**config.mk**
```make
export PLATFORM = sky130hd
export DESIGN_NAME = eht_ctrl
export DESIGN_NICKNAME = d
export VERILOG_FILES = /design/src/hdl/eht_pkg.sv /design/src/hdl/eht_ctrl.sv
export SDC_FILE = /design/constraint.sdc
export NUM_CORES = 1
export LEC_CHECK = 0
export BUFFER_PORTS_ARGS = -buffer_cell sky130_fd_sc_hd__buf_2
export CORE_MARGIN = 2
export CORE_UTILIZATION = 45
export DETAILED_ROUTE_END_ITERATION = 12
export GPL_ROUTABILITY_DRIVEN = 0
export PLACE_DENSITY = 0.71
export SLEW_MARGIN = 20
export SYNTH_ARGS = -nofsm -noshare
export SYNTH_HDL_FRONTEND = slang
export SYNTH_SLANG_ARGS = --single-unit
```
**constraint.sdc**
```tcl
create_clock -name clk -period 1.55 [get_ports clk]
set_input_delay 0.31 -clock clk [delete_from_list [all_inputs] [get_ports clk]]
set_output_delay 0.31 -clock clk [all_outputs]
set_load 0.01 [all_outputs]
```
**src/hdl/eht_pkg.sv**
```systemverilog
// Shared types, sizes and helpers for the extendible hash table.
// No dependencies; eht_dp, eht_ctrl and the top level import this package.
package eht_pkg;

  localparam int KEY_BITS    = 32;
  localparam int VALUE_BITS  = 32;
  localparam int SLOTS       = 8;
  localparam int MAX_DEPTH   = 6;
  localparam int MAX_BUCKETS = 64;
  localparam int DIR_CAP     = 1 << MAX_DEPTH;
  localparam int SLOT_W      = $clog2(SLOTS);
  localparam int BKT_W       = $clog2(MAX_BUCKETS);
  localparam int DIR_W       = MAX_DEPTH;
  localparam int GD_W        = 3;
  localparam int FILL_W      = 4;
  localparam int USED_W      = 7;
  localparam int CNT_W       = 6;
  localparam int SLOT_AW     = BKT_W + SLOT_W;
  localparam int SIZE_W      = 7;

  localparam logic [FILL_W-1:0] LIMIT_RESET = 4'd8;
  localparam logic [FILL_W-1:0] LIMIT_MAX   = 4'd8;
  localparam logic [FILL_W-1:0] LIMIT_MIN   = 4'd1;

  typedef enum logic [1:0] {
    MODE_FIND   = 2'd0,
    MODE_INSERT = 2'd1,
    MODE_REMOVE = 2'd2,
    MODE_QUERY  = 2'd3
  } mode_t;

  typedef struct packed {
    mode_t                 mode;
    logic [KEY_BITS-1:0]   key;
    logic [VALUE_BITS-1:0] value;
    logic [5:0]            dir_index;
  } eht_in_t;

  typedef struct packed {
    logic                  found;
    logic [VALUE_BITS-1:0] read_value;
    logic                  status;
    logic [GD_W-1:0]       global_depth_now;
    logic [SIZE_W-1:0]     directory_size;
    logic [GD_W-1:0]       local_depth;
  } eht_out_t;

  typedef enum logic [4:0] {
    S_CLEAR, S_IDLE, S_DISPATCH, S_LOC0, S_LOC1, S_LOC2, S_SCAN_RD, S_SCAN_CMP,
    S_FIND_RD, S_FIND_VAL, S_UPDATE, S_RM_RD, S_RM_WR, S_TRY, S_APPEND, S_FULL,
    S_DBL_START, S_DBL_RD, S_DBL_W1, S_DBL_W0, S_SPLIT_START, S_SPLIT_DEP2,
    S_SPLIT_DIR, S_RED_RD, S_RED_WR, S_RED_FILL, S_RED_FILL2, S_Q0, S_Q1, S_DONE
  } state_t;

  typedef enum logic [4:0] {
    CMD_NONE, CMD_CLEAR, CMD_LOAD, CMD_LOC0, CMD_LOC1, CMD_LOC2, CMD_SCAN_RD,
    CMD_SCAN_CMP, CMD_FIND_RD, CMD_FIND_VAL, CMD_UPDATE, CMD_RM_RD, CMD_RM_WR,
    CMD_APPEND, CMD_FULL, CMD_DBL_START, CMD_DBL_RD, CMD_DBL_W1, CMD_DBL_W0,
    CMD_SPLIT_START, CMD_SPLIT_DEP2, CMD_SPLIT_DIR, CMD_RED_RD, CMD_RED_WR,
    CMD_RED_FILL, CMD_RED_FILL2, CMD_Q0, CMD_Q1, CMD_OUT
  } cmd_t;

  typedef struct packed {
    mode_t mode;
    logic  clear_last;
    logic  scan_more;
    logic  key_hit;
    logic  try_room;
    logic  at_max_buckets;
    logic  need_double;
    logic  at_max_depth;
    logic  cnt_zero;
    logic  dir_last;
    logic  red_more;
  } dp_status_t;

  // bit-reversed low gd bits of the key
  function automatic logic [DIR_W-1:0] dir_of(input logic [DIR_W-1:0] key,
                                               input logic [GD_W-1:0] gd);
    logic [DIR_W-1:0] idx;
    idx = '0;
    for (int j = 0; j < DIR_W; j++) begin
      if (j < int'(gd)) begin
        idx[j] = key[int'(gd) - 1 - j];
      end
    end
    return idx;
  endfunction

endpackage

```
**src/hdl/eht_ctrl.sv**
```systemverilog
// Controller state machine of the extendible hash table: sequences lookups,
// splits, directory doubling and the result handshake. Uses eht_pkg.
module eht_ctrl (
  input  logic                clk,
  input  logic                rst_n,
  input  logic                in_valid,
  output logic                in_ready,
  output logic                out_valid,
  input  logic                out_ready,
  input  eht_pkg::dp_status_t sts,
  output eht_pkg::cmd_t       cmd
);
  import eht_pkg::*;

  state_t state_r, state_nxt;
  logic   retry_r, retry_nxt;
  logic   out_valid_r, out_valid_nxt;
  logic   out_free;

  assign out_free = !out_valid_r || out_ready;

  always_comb begin
    state_nxt     = state_r;
    retry_nxt     = retry_r;
    out_valid_nxt = out_valid_r;
    if (out_ready) begin
      out_valid_nxt = 1'b0;
    end
    case (state_r)
      S_CLEAR: begin
        if (sts.clear_last) state_nxt = S_IDLE;
      end
      S_IDLE: begin
        if (in_valid) begin
          state_nxt = S_DISPATCH;
          retry_nxt = 1'b0;
        end
      end
      S_DISPATCH: begin
        state_nxt = (sts.mode == MODE_QUERY) ? S_Q0 : S_LOC0;
      end
      S_LOC0: state_nxt = S_LOC1;
      S_LOC1: state_nxt = S_LOC2;
      S_LOC2: state_nxt = retry_r ? S_TRY : S_SCAN_RD;
      S_SCAN_RD: begin
        if (sts.scan_more) begin
          state_nxt = S_SCAN_CMP;
        end else if (sts.mode == MODE_INSERT) begin
          state_nxt = S_TRY;
        end else begin
          state_nxt = S_Q0;
        end
      end
      S_SCAN_CMP: begin
        if (!sts.key_hit) begin
          state_nxt = S_SCAN_RD;
        end else if (sts.mode == MODE_FIND) begin
          state_nxt = S_FIND_RD;
        end else if (sts.mode == MODE_INSERT) begin
          state_nxt = S_UPDATE;
        end else begin
          state_nxt = S_RM_RD;
        end
      end
      S_FIND_RD:  state_nxt = S_FIND_VAL;
      S_FIND_VAL: state_nxt = S_Q0;
      S_UPDATE:   state_nxt = S_Q0;
      S_RM_RD:    state_nxt = S_RM_WR;
      S_RM_WR:    state_nxt = S_Q0;
      S_TRY: begin
        retry_nxt = 1'b1;
        if (sts.try_room) begin
          state_nxt = S_APPEND;
        end else if (sts.at_max_buckets) begin
          state_nxt = S_FULL;
        end else if (sts.need_double) begin
          state_nxt = sts.at_max_depth ? S_FULL : S_DBL_START;
        end else begin
          state_nxt = S_SPLIT_START;
        end
      end
      S_APPEND:      state_nxt = S_Q0;
      S_FULL:        state_nxt = S_Q0;
      S_DBL_START:   state_nxt = S_DBL_RD;
      S_DBL_RD:      state_nxt = S_DBL_W1;
      S_DBL_W1:      state_nxt = S_DBL_W0;
      S_DBL_W0:      state_nxt = sts.cnt_zero ? S_SPLIT_START : S_DBL_RD;
      S_SPLIT_START: state_nxt = S_SPLIT_DEP2;
      S_SPLIT_DEP2:  state_nxt = S_SPLIT_DIR;
      S_SPLIT_DIR: begin
        if (sts.dir_last) state_nxt = S_RED_RD;
      end
      S_RED_RD:    state_nxt = sts.red_more ? S_RED_WR : S_RED_FILL;
      S_RED_WR:    state_nxt = S_RED_RD;
      S_RED_FILL:  state_nxt = S_RED_FILL2;
      S_RED_FILL2: state_nxt = S_LOC0;
      S_Q0:        state_nxt = S_Q1;
      S_Q1:        state_nxt = S_DONE;
      S_DONE: begin
        if (out_free) begin
          state_nxt     = S_IDLE;
          out_valid_nxt = 1'b1;
        end
      end
      default: state_nxt = S_CLEAR;
    endcase
  end

  always_comb begin
    cmd      = CMD_NONE;
    in_ready = 1'b0;
    case (state_r)
      S_CLEAR: cmd = CMD_CLEAR;
      S_IDLE: begin
        in_ready = 1'b1;
        if (in_valid) cmd = CMD_LOAD;
      end
      S_LOC0:        cmd = CMD_LOC0;
      S_LOC1:        cmd = CMD_LOC1;
      S_LOC2:        cmd = CMD_LOC2;
      S_SCAN_RD:     cmd = sts.scan_more ? CMD_SCAN_RD : CMD_NONE;
      S_SCAN_CMP:    cmd = CMD_SCAN_CMP;
      S_FIND_RD:     cmd = CMD_FIND_RD;
      S_FIND_VAL:    cmd = CMD_FIND_VAL;
      S_UPDATE:      cmd = CMD_UPDATE;
      S_RM_RD:       cmd = CMD_RM_RD;
      S_RM_WR:       cmd = CMD_RM_WR;
      S_APPEND:      cmd = CMD_APPEND;
      S_FULL:        cmd = CMD_FULL;
      S_DBL_START:   cmd = CMD_DBL_START;
      S_DBL_RD:      cmd = CMD_DBL_RD;
      S_DBL_W1:      cmd = CMD_DBL_W1;
      S_DBL_W0:      cmd = CMD_DBL_W0;
      S_SPLIT_START: cmd = CMD_SPLIT_START;
      S_SPLIT_DEP2:  cmd = CMD_SPLIT_DEP2;
      S_SPLIT_DIR:   cmd = CMD_SPLIT_DIR;
      S_RED_RD:      cmd = sts.red_more ? CMD_RED_RD : CMD_NONE;
      S_RED_WR:      cmd = CMD_RED_WR;
      S_RED_FILL:    cmd = CMD_RED_FILL;
      S_RED_FILL2:   cmd = CMD_RED_FILL2;
      S_Q0:          cmd = CMD_Q0;
      S_Q1:          cmd = CMD_Q1;
      S_DONE:        cmd = out_free ? CMD_OUT : CMD_NONE;
      default:       cmd = CMD_NONE;
    endcase
  end

  always_ff @(posedge clk) begin
    if (!rst_n) begin
      state_r     <= S_CLEAR;
      retry_r     <= 1'b0;
      out_valid_r <= 1'b0;
    end else begin
      state_r     <= state_nxt;
      retry_r     <= retry_nxt;
      out_valid_r <= out_valid_nxt;
    end
  end

  assign out_valid = out_valid_r;

`ifndef SYNTH
  a_clear_blocks_input: assert property (@(posedge clk) disable iff (!rst_n)
    state_r == S_CLEAR |-> !in_ready)
    else $error("request taken during clearing pass");

  a_done_loads_output: assert property (@(posedge clk) disable iff (!rst_n)
    (state_r == S_DONE && out_free) |=> (out_valid_r && state_r == S_IDLE))
    else $error("result not presented after completion");

  a_accept_dispatch: assert property (@(posedge clk) disable iff (!rst_n)
    (in_valid && in_ready) |=> state_r == S_DISPATCH)
    else $error("accepted request not dispatched");

  a_retry_to_try: assert property (@(posedge clk) disable iff (!rst_n)
    (state_r == S_LOC2 && retry_r) |=> state_r == S_TRY)
    else $error("insert retry skipped bucket check");
`endif

endmodule

```
==> flow_metrics.tcl, run 1 <==
set metrics [dict create \
    synth_seq_cells 7 \
    ys_types 50 \
    grt-worst-endpoint "cmd[2]" \
    ioPinCount 23 \
    synth_area_leaders "dfxtp_1, nand2_1, nor2_1" \
    die_x_um 51.63 \
    place.port_buffers 22 \
    dpl_cell_area_sq_um 1528 \
    syn-num-nets 174 \
    grt_max_degree 20 \
    cts_buffer_depth 2 \
    die_height_um 51.63 \
    overflow 61 \
    avgSynthCellArea_sq_um 6.462 \
    rows 17 \
    error "[ERROR GRT-0232] Routing congestion too high. Check the congestion heatmap in the GUI." \
    async_flop_share 0 \
    hpwlAfterDp_um 3359 \
    netlist_instances 158 \
    synth_edf_count 0 \
    start_util 0.4706 \
    worstEpCategory "primary output" \
    ctsRootBufferMaster "clkbuf_4" \
    globalRouteTotalUtil 0.8094 \
    synth_top_area_share 0.1373 \
    status "stopped before the end" \
    yosysTopAreaCell "dfxtp_1" \
    h-tree-depth 1 \
    ys_seq_area_frac 0.1373 \
    failed_stage "global routing (5_1_grt)" \
    cts.sinks 7 \
    synth_warnings 0 \
    cts_made_buffers 3 \
    syn_area_sq_um 1021 \
    synth_ff_type "dfxtp_1" \
    dp_slack_ps -342.3 \
]
[stage by stage]
step / util / std cells
floorplan: - / 158
global placement: 0.7042 / 251
detailed placement: 0.7042 / 251
CTS: 0.8581 / 270
[cell families after synthesis]
kind of cell              share of synthesized area
and+or+nand+nor                              0.3701
AOI/OAI and AO/OA                            0.3910
buffers and inverters                       0.08333
DFF                                          0.1373
xor gates and xnor gates                   0.008580
muxes                                      0.009804
[layer usage]
layer  GRT overflow  global-route usage
met5              0                   0
met4             36               1.022
met3              0              0.6236
met2             25              0.9979
met1              0              0.7425
[synthesized netlist by cell type (3+ instances only)]
cell type and number:
inv_1 6, o22ai_1 3, and3_1 3, nand2b_1 7
dfxtp_1 7, nor2_1 17, o2111ai_1 3, a31oi_1 5
nor3_1 4, o21ai_0 10, a21oi_1 12, nand2_1 19
nor2b_1 4, nand4_1 5, buf_2 8, nand3_1 4
[timing repair]
item                                    CTS
gates cloned                              0
gates resized for setup                  55
buffers inserted                         16
hold buffers                              0
pin swaps                                16
endpoints found under the setup margin   11
==> run 2: changes to the inputs <==
--- a/config.mk
+++ b/config.mk
@@ -6,11 +6,11 @@
 export NUM_CORES = 1
 export LEC_CHECK = 0
 export BUFFER_PORTS_ARGS = -buffer_cell sky130_fd_sc_hd__buf_2
-export CORE_MARGIN = 2
-export CORE_UTILIZATION = 45
+export CORE_AREA = 2 2 63 65
 export DETAILED_ROUTE_END_ITERATION = 12
+export DIE_AREA = 0 0 65 67
 export GPL_ROUTABILITY_DRIVEN = 0
-export PLACE_DENSITY = 0.71
+export PLACE_DENSITY_LB_ADDON = 0.15
 export SLEW_MARGIN = 20
 export SYNTH_ARGS = -nofsm -noshare
 export SYNTH_HDL_FRONTEND = slang
==> constraint.sdc (replaced) <==
create_clock -name clk -period 2.02 [get_ports clk]
set_input_delay 0.404 -clock clk [delete_from_list [all_inputs] [get_ports clk]]
set_output_delay 0.404 -clock clk [all_outputs]
set_load 0.01 [all_outputs]
==> flow_metrics.tcl, run 2 <==
set metrics [dict create \
    status "completed" \
    grt_pass1_wl_um 6334 \
    ir_drop_mv 0.5178 \
    antenna_found_initial 0 \
    ys_types 50 \
    cts_buffer_depth 2 \
    path_cells "buf_4, nor2b_1, a32oi_1, o2111ai_1, buf_2" \
    overflow 0 \
    p_leak_nw 0.5936 \
    grt_pass1_vias 1376 \
    h-tree-depth 1 \
    startpoint "state_r[1]$_SDFFE_PN0P_" \
    regMostFlops "state_r" \
    synth_seq_cells 7 \
    synth_top_area_share 0.1373 \
    firstDrtPassIters 4 \
    crit_family "compound AO/OA/AOI/OAI gates" \
    period_share 0.9712 \
    die_area_sq_um 4355 \
    synth_warnings 0 \
    rows 22 \
    final_cell_mix "buf_4, buf_2, nand2_1, nor2_1, a21oi_1" \
    yosys.cell_count.top_type "nand2_1" \
    rrSetupSlack_ps 250 \
    yosysTopAreaCell "dfxtp_1" \
    ioPinCount 23 \
    drt_iter0_drc 109 \
    hold_viol_final 0 \
    clkSlewWorstSetupHoldPaths_ps 40 \
    wl_per_cell_um 15.60 \
    cts_made_buffers 3 \
    finalPower_w 0.001723 \
    drc 0 \
    tightest_slew_ps 445.3 \
    critPathMaxStageDelay_ps 350 \
    start_util 0.2831 \
    critPathMaxFanout 14 \
    power.density_nw_per_um2 1176 \
    arrival_ps 1560 \
    maxSlewHeadroom 0.7013 \
    n_antenna_cell 0 \
    path_buf_inv 2 \
    netlist_instances 158 \
    syn_area_sq_um 1021 \
    routed_wl_um 3900 \
    ys_seq_area_frac 0.1373 \
    hold_buffers 0 \
    rsz0062_at_grt "no" \
    hpwlAfterDp_um 3149 \
    ctsRootBufferMaster "clkbuf_8" \
    clock_skew_ps 1.959 \
    grt_max_degree 17 \
    synth_edf_count 0 \
    crit_slowest_cell "dfxtp_2" \
    die_height_um 67 \
    hp-start "rst_n" \
    core_sq_um 3606 \
    postLayoutCellArea_sq_um 1465 \
    antenna_left 0 \
    setup_viol 0 \
    largest_reg_flops 5 \
    die_x_um 65 \
    finalMaxSlewViolations 0 \
    layout_commonest_cell "buf_4" \
    synth_area_leaders "dfxtp_1, nand2_1, nor2_1" \
    async_flop_share 0 \
    synth_ff_type "dfxtp_1" \
    cts_tree "built" \
    final_nets 219 \
    worstSetupStartpointType "flip-flop" \
    nFillCells 383 \
    place.port_buffers 22 \
    drive_gt1_frac 0.3515 \
    via_count 1439 \
    dpl_cell_area_sq_um 1359 \
    period_needed_ps 1962 \
    avgSynthCellArea_sq_um 6.462 \
    min_path_type "input pin to flip-flop" \
    maxCapViolCount 0 \
    critPathCaptureType "primary output" \
    worst-endpoint-required_ps 1620 \
    globalRouteTotalUtil 0.1885 \
    syn_to_final_growth_pct 43.51 \
    synth_common_cells "nand2_1, nor2_1, a21oi_1, o21ai_0, buf_2" \
    clk_latency_ps 230 \
    via_per_inst 5.756 \
    cts.sinks 7 \
    path_class "flip-flop to primary output" \
    syn-num-nets 174 \
    clock.fmax_mhz 509.7 \
    regToRegStartpoint "state_r[4]$_SDFFE_PN0P_" \
]
-- run 2: cell counts after synthesis --
No cell type changed its count.
-- run 2: layout make-up --
cell class              count  area [sq um]  share of cell area
clock inverters             1         5.005            0.003416
well taps                  48         60.06             0.04099
multi-input cells         133         827.0              0.5645
repair buffers             52         355.3              0.2425
flip-flops and latches      7         153.9              0.1050
clock buffers               3         41.29             0.02818
inverters                   6         22.52             0.01537
-- run 2: cell families after synthesis --
logic type	synth area share
buffers and inverters	0.08333
XOR/XNOR	0.008580
AND/OR/NAND/NOR	0.3701
flip-flops	0.1373
AO/OA/AOI/OAI	0.3910
multiplexers	0.009804
-- run 2: what timing repair did --
item,CTS,global route
buffers inserted,1,0
resized for setup,7,13
endpoints found under the setup margin,4,3
pin swaps,1,1
-- run 2: per-layer routing --
metal	global-route usage	vias to the layer above	wire length [um]
met5	0	-	0
met4	0.1011	0	135
met3	0.03378	14	250
met2	0.3260	68	1867
met1	0.2201	669	1647
li1	-	688	-
-- run 2: worst paths after layout --
kind,end,cells past startpoint
max,cmd[2],5
min,state_r[4]$_SDFFE_PN0P_,2
max reg2reg,state_r[0]$_SDFFE_PN0P_,6
min reg2reg,retry_r$_SDFFE_PN0P_,2
-- run 2: power by group --
| group | internal (W) | switching (W) | total [W] | leakage, nW |
|---|---|---|---|---|
| logic | 0.000596 | 0.000659 | 0.00126 | 0.508 |
| clock network | 0.000134 | 0.0000677 | 0.000202 | 0.0255 |
| registers | 0.000186 | 0.0000791 | 0.000265 | 0.0600 |
| total | 0.000916 | 0.000806 | 0.00172 | 0.594 |
-- run 2: per-stage QoR --
step	hold WS, ps	cells	setup slack [ps]	TNS, ps	util
after detailed placement	573.7	245	41.07	0	0.3768
after CTS	424.6	250	1.470	0	0.3949
final	425.1	250	58.25	0	0.4063
after floorplan	501.2	158	248.5	0	-
after global routing	425.7	250	3.564	0	0.4063
after global placement	560.9	245	-8.076	-8.076	0.3768
-- run 2: worst reg2reg max path, delay by kind of cell (launching register included) --
| family | cells | cell delay (ps) |
|---|---|---|
| AO/OA/AOI/OAI | 3 | 470 |
| buffers and inverters | 1 | 150 |
| AND/OR/NAND/NOR | 2 | 710 |
| flip-flops | 1 | 370 |
Note: power is estimated with default switching activity, not from simulation.
